[src/design/iorob_pkg.sv]
// Shared constants and controller/datapath interface types for the in-order reorder buffer.
`timescale 1ns / 1ps

package iorob_pkg;

    localparam int SEQ_W             = 32;
    localparam int WORD_W            = 32;
    localparam int TDATA_W           = SEQ_W + 2 * WORD_W;
    localparam int DEF_WINDOW        = 16;
    localparam int DEF_PAYLOAD_WIDTH = 32;

    // Commands from the controller to the datapath. At most one is set per cycle.
    typedef struct packed {
        logic emit_in;    // accept the input item and emit it in order
        logic reject_in;  // accept the input item and return it flagged
        logic store_in;   // accept the input item and park it in its slot
        logic drain;      // emit the stored item at the head slot
    } iorob_cmd_t;

    // Status from the datapath to the controller.
    typedef struct packed {
        logic in_order;   // input sequence number equals the expected one
        logic in_window;  // input lies less than WINDOW places ahead
        logic dup;        // the slot for the input is already occupied
        logic more;       // the slot after the head holds an item
        logic out_free;   // the output register can take an item this cycle
    } iorob_sts_t;

endpackage

[src/design/in_order_reorder_buffer.sv]
// Top level of the in-order reorder buffer: controller, datapath and checks.
`timescale 1ns / 1ps
//
//  Channel  | Direction | Handshake          | Payload
//  ---------+-----------+--------------------+----------------------------------------------
//  s_       | in        | s_tvalid/s_tready  | s_tdata: seq_number, result_word, context_tag
//  m_       | out       | m_tvalid/m_tready  | m_tdata: seq_out, result_out, context_out;
//           |           |                    | m_tuser: rejected; m_tlast: last
//  cfg_     | in        | cfg_wr_en          | cfg_wr_data: first_sequence
//
//  An item that is stored or rejected is handled on its own; an in-order item is emitted
//  and is followed by each stored item that drains behind it, in order, as one
//  burst. The rate is set by the single output register, which takes one result
//  per cycle while m_tready is high.
//  Reset (aresetn low, synchronous) empties every slot and expects sequence 0;
//  a write on cfg_wr_en does the same with the written number.
//  s_tready is low during a drain burst and whenever the output register holds
//  an item that is not taken in this cycle.

module in_order_reorder_buffer import iorob_pkg::*; #(
    parameter int WINDOW        = DEF_WINDOW,
    parameter int PAYLOAD_WIDTH = DEF_PAYLOAD_WIDTH
) (
    input  logic               aclk,
    input  logic               aresetn,
    // Configuration: first_sequence.
    input  logic               cfg_wr_en,
    input  logic [SEQ_W-1:0]   cfg_wr_data,
    // Input items.
    input  logic               s_tvalid,
    output logic               s_tready,
    input  logic [TDATA_W-1:0] s_tdata,   // seq_number[31:0], result_word[63:32], context_tag[95:64]
    // Result items.
    output logic               m_tvalid,
    input  logic               m_tready,
    output logic [TDATA_W-1:0] m_tdata,   // seq_out[31:0], result_out[63:32], context_out[95:64]
    output logic               m_tuser,   // rejected
    output logic               m_tlast
);

    iorob_cmd_t cmd;
    iorob_sts_t sts;

    // The controller decides what to do with each item; it never touches payload.
    iorob_ctrl u_ctrl (
        .aclk      (aclk),
        .aresetn   (aresetn),
        .cfg_wr_en (cfg_wr_en),
        .s_tvalid  (s_tvalid),
        .sts       (sts),
        .s_tready  (s_tready),
        .cmd       (cmd)
    );

    // The datapath holds the expected number, the slot window and the output register.
    iorob_datapath #(
        .WINDOW        (WINDOW),
        .PAYLOAD_WIDTH (PAYLOAD_WIDTH)
    ) u_datapath (
        .aclk        (aclk),
        .aresetn     (aresetn),
        .cfg_wr_en   (cfg_wr_en),
        .cfg_wr_data (cfg_wr_data),
        .s_tdata     (s_tdata),
        .m_tready    (m_tready),
        .cmd         (cmd),
        .sts         (sts),
        .m_tvalid    (m_tvalid),
        .m_tdata     (m_tdata),
        .m_tuser     (m_tuser),
        .m_tlast     (m_tlast)
    );

`ifndef ASSERT_OFF
    // The controller issues at most one datapath command per cycle.
    a_one_cmd: assert property (@(posedge aclk) disable iff (!aresetn)
        $onehot0({cmd.emit_in, cmd.reject_in, cmd.store_in, cmd.drain}))
        else $error("more than one datapath command in a cycle");

    // A drain step only loads the output register when it is free.
    a_drain_free: assert property (@(posedge aclk) disable iff (!aresetn)
        cmd.drain |-> sts.out_free)
        else $error("drain issued while the output register is occupied");

    // An in-order item with a stored successor starts a burst that blocks input.
    a_burst_blocks: assert property (@(posedge aclk) disable iff (!aresetn)
        (cmd.emit_in && sts.more && !cfg_wr_en) |=> !s_tready)
        else $error("input accepted during a drain burst");

    // A rejected item is always a burst of its own.
    a_reject_last: assert property (@(posedge aclk) disable iff (!aresetn)
        cmd.reject_in |=> (m_tvalid && m_tuser && m_tlast))
        else $error("rejected item not returned alone");
`endif

endmodule

[src/design/iorob_ctrl.sv]
// Controller state machine: classifies each accepted item and sequences drain bursts.
`timescale 1ns / 1ps

module iorob_ctrl import iorob_pkg::*; (
    input  logic       aclk,
    input  logic       aresetn,
    input  logic       cfg_wr_en,
    input  logic       s_tvalid,
    input  iorob_sts_t sts,
    output logic       s_tready,
    output iorob_cmd_t cmd
);

    localparam logic ST_IDLE  = 1'b0;
    localparam logic ST_DRAIN = 1'b1;

    logic state_reg;
    logic state_next;

    always_comb begin
        state_next = state_reg;
        cmd        = '0;
        s_tready   = 1'b0;
        case (state_reg)
            ST_IDLE: begin
                s_tready = sts.out_free;
                if (s_tvalid && sts.out_free) begin
                    if (sts.in_order) begin
                        cmd.emit_in = 1'b1;
                        if (sts.more) begin
                            state_next = ST_DRAIN;
                        end
                    end else if (sts.in_window && !sts.dup) begin
                        cmd.store_in = 1'b1;
                    end else begin
                        cmd.reject_in = 1'b1;
                    end
                end
            end
            ST_DRAIN: begin
                if (sts.out_free) begin
                    cmd.drain = 1'b1;
                    if (!sts.more) begin
                        state_next = ST_IDLE;
                    end
                end
            end
            default: begin
                state_next = ST_IDLE;
            end
        endcase
    end

    always_ff @(posedge aclk) begin
        if (!aresetn || cfg_wr_en) begin
            state_reg <= ST_IDLE;
        end else begin
            state_reg <= state_next;
        end
    end

endmodule

[src/design/iorob_datapath.sv]
// Datapath: expected-sequence counter, slot window with occupancy bits, and output register.
`timescale 1ns / 1ps

module iorob_datapath import iorob_pkg::*; #(
    parameter int WINDOW        = DEF_WINDOW,
    parameter int PAYLOAD_WIDTH = DEF_PAYLOAD_WIDTH
) (
    input  logic               aclk,
    input  logic               aresetn,
    input  logic               cfg_wr_en,
    input  logic [SEQ_W-1:0]   cfg_wr_data,
    input  logic [TDATA_W-1:0] s_tdata,
    input  logic               m_tready,
    input  iorob_cmd_t         cmd,
    output iorob_sts_t         sts,
    output logic               m_tvalid,
    output logic [TDATA_W-1:0] m_tdata,
    output logic               m_tuser,
    output logic               m_tlast
);

    localparam int SW = (PAYLOAD_WIDTH < WORD_W) ? PAYLOAD_WIDTH : WORD_W;
    localparam int IW = (WINDOW > 1) ? $clog2(WINDOW) : 1;
    localparam logic [IW:0]      WIN_EXT   = (IW + 1)'(WINDOW);
    localparam logic [SEQ_W-1:0] WIN_SEQ   = SEQ_W'(WINDOW);
    localparam logic [IW-1:0]    LAST_SLOT = IW'(WINDOW - 1);

    logic [SEQ_W-1:0]   next_exp_reg, next_exp_next;
    logic [IW-1:0]      head_reg, head_next;
    logic [WINDOW-1:0]  valid_reg, valid_next;
    logic [2*SW-1:0]    slot_mem [WINDOW];
    logic [2*SW-1:0]    rd_data_reg;

    logic               out_valid_reg, out_valid_next;
    logic [TDATA_W-1:0] out_data_reg, out_data_next;
    logic               out_user_reg, out_user_next;
    logic               out_last_reg, out_last_next;

    logic [SEQ_W-1:0]   in_seq;
    logic [SW-1:0]      in_res;
    logic [SW-1:0]      in_ctx;
    logic [SEQ_W-1:0]   seq_ahead;
    logic [IW:0]        slot_sum;
    logic [IW-1:0]      slot_idx;
    logic [IW-1:0]      head_inc;
    logic               advance;
    logic               load;

    assign in_seq = s_tdata[SEQ_W-1:0];
    assign in_res = s_tdata[SEQ_W +: SW];
    assign in_ctx = s_tdata[SEQ_W + WORD_W +: SW];

    // Distance ahead of the expected number, modulo 2^32.
    assign seq_ahead = in_seq - next_exp_reg;
    assign slot_sum  = {1'b0, head_reg} + {1'b0, seq_ahead[IW-1:0]};
    assign slot_idx = (slot_sum >= WIN_EXT) ? IW'(slot_sum - WIN_EXT) : slot_sum[IW-1:0];
    assign head_inc = (head_reg == LAST_SLOT) ? '0 : head_reg + 1'b1;

    assign advance = cmd.emit_in || cmd.drain;
    assign load    = cmd.emit_in || cmd.reject_in || cmd.drain;

    assign sts.in_order  = (seq_ahead == '0);
    assign sts.in_window = (seq_ahead < WIN_SEQ);
    assign sts.dup       = valid_reg[slot_idx];
    assign sts.more      = valid_reg[head_inc];
    assign sts.out_free  = !out_valid_reg || m_tready;

    always_comb begin
        next_exp_next = next_exp_reg;
        head_next     = head_reg;
        valid_next    = valid_reg;
        if (cfg_wr_en) begin
            next_exp_next = cfg_wr_data;
            head_next     = '0;
            valid_next    = '0;
        end else begin
            if (advance) begin
                next_exp_next = next_exp_reg + 1'b1;
                head_next     = head_inc;
            end
            if (cmd.store_in) begin
                valid_next[slot_idx] = 1'b1;
            end
            if (cmd.drain) begin
                valid_next[head_reg] = 1'b0;
            end
        end
    end

    // Slot memory. The read port follows the head, so the registered read
    // data always holds the entry at the current head slot.
    always_ff @(posedge aclk) begin
        if (cmd.store_in) begin
            slot_mem[slot_idx] <= {in_ctx, in_res};
        end
        rd_data_reg <= slot_mem[head_next];
    end

    always_comb begin
        out_valid_next = out_valid_reg;
        out_data_next  = out_data_reg;
        out_user_next  = out_user_reg;
        out_last_next  = out_last_reg;
        if (load) begin
            out_valid_next = 1'b1;
            out_user_next  = cmd.reject_in;
            out_last_next  = cmd.reject_in || !sts.more;
            if (cmd.drain) begin
                out_data_next = {WORD_W'(rd_data_reg[2*SW-1:SW]),
                                 WORD_W'(rd_data_reg[SW-1:0]),
                                 next_exp_reg};
            end else begin
                out_data_next = {WORD_W'(in_ctx), WORD_W'(in_res), in_seq};
            end
        end else if (m_tready) begin
            out_valid_next = 1'b0;
        end
    end

    always_ff @(posedge aclk) begin
        if (!aresetn) begin
            next_exp_reg  <= '0;
            head_reg      <= '0;
            valid_reg     <= '0;
            out_valid_reg <= 1'b0;
        end else begin
            next_exp_reg  <= next_exp_next;
            head_reg      <= head_next;
            valid_reg     <= valid_next;
            out_valid_reg <= out_valid_next;
        end
    end

    always_ff @(posedge aclk) begin
        out_data_reg <= out_data_next;
        out_user_reg <= out_user_next;
        out_last_reg <= out_last_next;
    end

    assign m_tvalid = out_valid_reg;
    assign m_tdata  = out_data_reg;
    assign m_tuser  = out_user_reg;
    assign m_tlast  = out_last_reg;

endmodule
[config.mk]
export PLATFORM = sky130hd
export DESIGN_NAME = in_order_reorder_buffer
export DESIGN_NICKNAME = d
export VERILOG_FILES = /design/src/design/iorob_pkg.sv /design/src/design/in_order_reorder_buffer.sv /design/src/design/iorob_ctrl.sv /design/src/design/iorob_datapath.sv
export SDC_FILE = /design/constraint.sdc
export NUM_CORES = 2
export LEC_CHECK = 0
export ABC_AREA = 1
export BUFFER_PORTS_ARGS = -buffer_cell sky130_fd_sc_hd__buf_4
export CAP_MARGIN = 10
export CORE_ASPECT_RATIO = 1.5
export CORE_UTILIZATION = 45
export DETAILED_ROUTE_END_ITERATION = 16
export PLACE_DENSITY = 0.58
export SLEW_MARGIN = 30
export SYNTH_ARGS = -nofsm -noshare
export SYNTH_HDL_FRONTEND = slang
export SYNTH_SLANG_ARGS = --single-unit
[constraint.sdc]
create_clock -name aclk -period 9 [get_ports aclk]
set_input_delay 1.35 -clock aclk [delete_from_list [all_inputs] [get_ports aclk]]
set_output_delay 1.35 -clock aclk [all_outputs]
set_load 0.01 [all_outputs]
==> results.py <==
metrics = {
    "timing": {
        "tightest_slew_ps": 1024,
        "finalMaxSlewViolations": 0,
        "hold_violations": 0,
        "fin_crit_sh": 0.6855,
        "fmax_mhz": 162.1,
        "rsz0062_at_grt": "no",
        "slew_headroom": 0.3175,
        "fin_ws_ps": 2831,
        "setup_violations": 0,
        "skew_ps": 49.24,
        "finalCriticalPeriod_ps": 6169,
        "setup_tns_ps": 0,
    },
    "synthesis": {
        "ys_seq_elements": 1240,
        "yosysSeqAreaShare": 0.6410,
        "netlist.area_leader.share": 0.5990,
        "yosysUniqueCellTypes": 48,
        "synth.avg_cell_area_um2": 9.818,
        "synth_area_leaders": "edfxtp_1 60%, nand3_1 9.6%, nand2_1 9.2%, inv_1 7.3%, dfxtp_1 4.2%",
        "synth_ff_type": "edfxtp_1",
        "async_flop_share": 0,
        "synth_mux_area_frac": 0,
        "syn_area_um2": 56250,
        "synth.net_count": 5903,
        "syn_inst": 5729,
        "synth_fa_ha_area_frac": 0.009387,
        "synthXorXnorAreaFrac": 0.004516,
        "synth_simple_gate_area_share": 0.2306,
        "synth_top_family_by_area": "simple AND/OR/NAND/NOR gates",
        "synth_compound_area_frac": 0.01597,
        "synth_edf_count": 1122,
        "yosysTopAreaCell": "edfxtp_1",
        "yosys_warnings": 0,
    },
    "place": {
        "dp_hpwl_um": 85300,
        "postPlaceCellArea_um2": 59680,
        "gp_congestion": 0.9132,
        "port_buffers": 232,
        "dpl_worst_slack_ps": 2144,
    },
    "clock_tree": {
        "post-cts-setup-buffers": 0,
        "cts_tree": "yes",
        "cts_hold_buf": 0,
        "clkSinkCount": 1240,
        "clock_path_buffers": 3,
        "root_buffer": "clkbuf_16",
        "cts_htree_levels": 3,
        "ctsResizeCount": 0,
        "insertion_delay_ps": 760,
        "numCtsBuffers": 114,
        "path_clk_slew_ps": 60,
    },
    "detailed_routing": {
        "drt_iter0_drc": 3370,
        "dr.max_layer_used": "met4",
        "via_count": 39980,
        "wl_met2_um": 80150,
        "drt-pass1-iter-count": 6,
        "wirelength_met1_um": 62160,
        "finalWirelength_um": 156800,
        "wire_per_inst_um": 20.76,
        "vias_per_cell": 5.291,
        "drc_errors": 0,
        "wl_met3_um": 8133,
        "ant_nets": 0,
    },
    "floorplanning": {
        "die_h_um": 435,
        "ios": 233,
        "initial_core_util": 0.4545,
        "die_area_um2": 126400,
        "coreArea_um2": 123800,
        "num_rows": 158,
        "die_w_um": 290.7,
    },
    "grt": {
        "track_usage": 0.2451,
        "grt_max_degree": 171,
        "gr-total-overflow": 0,
        "grt_pass1_wl_um": 235500,
        "grt_pass1_vias": 39000,
        "grt_antenna_before_repair": 1,
    },
    "pwr": {
        "finalPower_w": 0.01191,
        "power.density_nw_per_um2": 187.1,
        "vdd_drop_max_mv": 0.1646,
        "leakagePower_nw": 27.02,
    },
    "cells_and_area": {
        "final_nets": 6028,
        "drive_gt1_frac": 0.09135,
        "fillers": 10930,
        "final_cell_area_um2": 63640,
        "largest_reg_flops": 1024,
        "syn2layout_area_growth_pct": 13.15,
    },
    "worst_hold_path": {
        "worstHoldPathType": "register to register",
    },
    "setup_path": {
        "crit_type": "input pin to register",
        "crit_arrival_ps": 6780,
        "required_ps": 9610,
        "end_kind": "register",
        "worst-path-max-fanout": 35,
        "startpoint_type": "input pin",
    },
    "status": {
        "outcome": "finished, final reports clean",
    },
    "job": {
        "drv_cap": 0,
    },
}
==> kinds of logic after synthesis <==
family,Yosys count
adder cells (fa/ha/maj),41
buffers and inverters,1401
AND/OR/NAND/NOR,2865
AO/OA/AOI/OAI,153
XOR/XNOR,29
flip-flops,1240
==> critical path: stages <==
cell and delay (ps):
buf_4 120, ha_1 430, nand2_1 140, nor2_1 180, inv_1 50, nor3_1 510, nand3_1 350, nand4_1 180
nand2_1 60, nor2_1 90, nand2_1 130, nor2_4 160, nand4_4 160, nand2_4 310, nand2_2 190, o22ai_4 180
buf_4 500, clkinv_2 860, buf_4 550, nand3_1 120, nand2_1 50
==> final timing paths <==
| path | startpoint | end | slack, ps | cells past startpoint |
|---|---|---|---|---|
| setup / recovery | s_tdata[21] | u_datapath.rd_data_reg[36] | 2830 | 21 |
| hold / removal | u_datapath.valid_reg[4] | u_datapath.valid_reg[4] | 470 | 1 |
| setup reg to reg | u_datapath.next_exp_reg[21] | u_datapath.rd_data_reg[36] | 3030 | 21 |
| hold reg to reg | u_datapath.valid_reg[4] | u_datapath.valid_reg[4] | 470 | 1 |
==> metrics by stage <==
stage / util / hold slack [ps] / instances
2_1_floorplan: - / 440.7 / 5729
3_3_place_gp: 0.4811 / 453.2 / 7332
3_5_place_dp: 0.4822 / 458.5 / 7337
4_1_cts: 0.5140 / 473.4 / 7554
5_1_grt: 0.5143 / 486.9 / 7556
6_report: 0.5143 / 471.6 / 7556
==> power by group <==
part | leakage, nW | internal, W | switching, W | total, W
combinational | 14.0 | 0.000165 | 0.000346 | 0.000511
clock | 1.92 | 0.00288 | 0.00219 | 0.00507
sequential | 11.1 | 0.00631 | 0.0000191 | 0.00633
==> cells in the final DEF, fill, tap and decap left out, types with 4 or more instances in the layout <==
cell        netlist  final
clkbuf_8          0     21
clkinv_2          0     22
clkbuf_1         69     18
clkinvlp_4        0      8
xor2_1           26     26
nor2_4            1     18
nand3_4           1      4
a21oi_1          38     38
nand3_1        1084   1082
inv_1          1087   1086
nand2_1        1383   1381
edfxtp_1       1122   1122
a22oi_1           6      6
o21ai_0          56     56
buf_4             9    277
nor4_1            6      6
o21a_1           16     16
o221ai_1          4      4
nor3_1           14     14
buf_16            0      6
bufinv_16         0     11
nand4_1          80     80
nor2_1          142    125
a31oi_1          23     23
clkinv_1          4     18
dfxtp_1         118    118
ha_1             39     39
clkbuf_16         0    117
nand3b_1        136    136
inv_2            18     15
buf_12            0     18
==> synthesized netlist by cell type, types with 3 or more instances <==
master	n
clkbuf_1	69
nand3b_1	136
nor2_2	3
ha_1	39
a21oi_1	38
a22oi_1	6
inv_2	18
edfxtp_1	1122
nor2_1	142
buf_2	198
inv_1	1087
buf_1	16
nand3_1	1084
dfxtp_1	118
o21a_1	16
xnor2_1	3
xor2_1	26
clkinv_1	4
o221ai_1	4
nand4_1	80
nand2_1	1383
buf_4	9
nor3_1	14
o21ai_0	56
nor4_1	6
a31oi_1	23
==> routing by layer <==
layer,up-vias,track usage
met3,324,0.02752
met5,-,0
met4,0,0.1136
met1,19370,0.2949
met2,1289,0.4376
li1,19000,-
==> cell type report <==
class	instances	area, µm²	share of cell area
repair buffers	301	2605	0.04093
clock inverters	61	649.4	0.01020
inverters	1109	4179	0.06566
flip-flops and latches	1240	36050	0.5665
diodes	1	2.502	0.00003932
well taps	1600	2002	0.03146
clock buffers	156	3284	0.05161
multi-input cells	3088	14870	0.2336
Note: power is estimated with default switching activity, not from simulation.
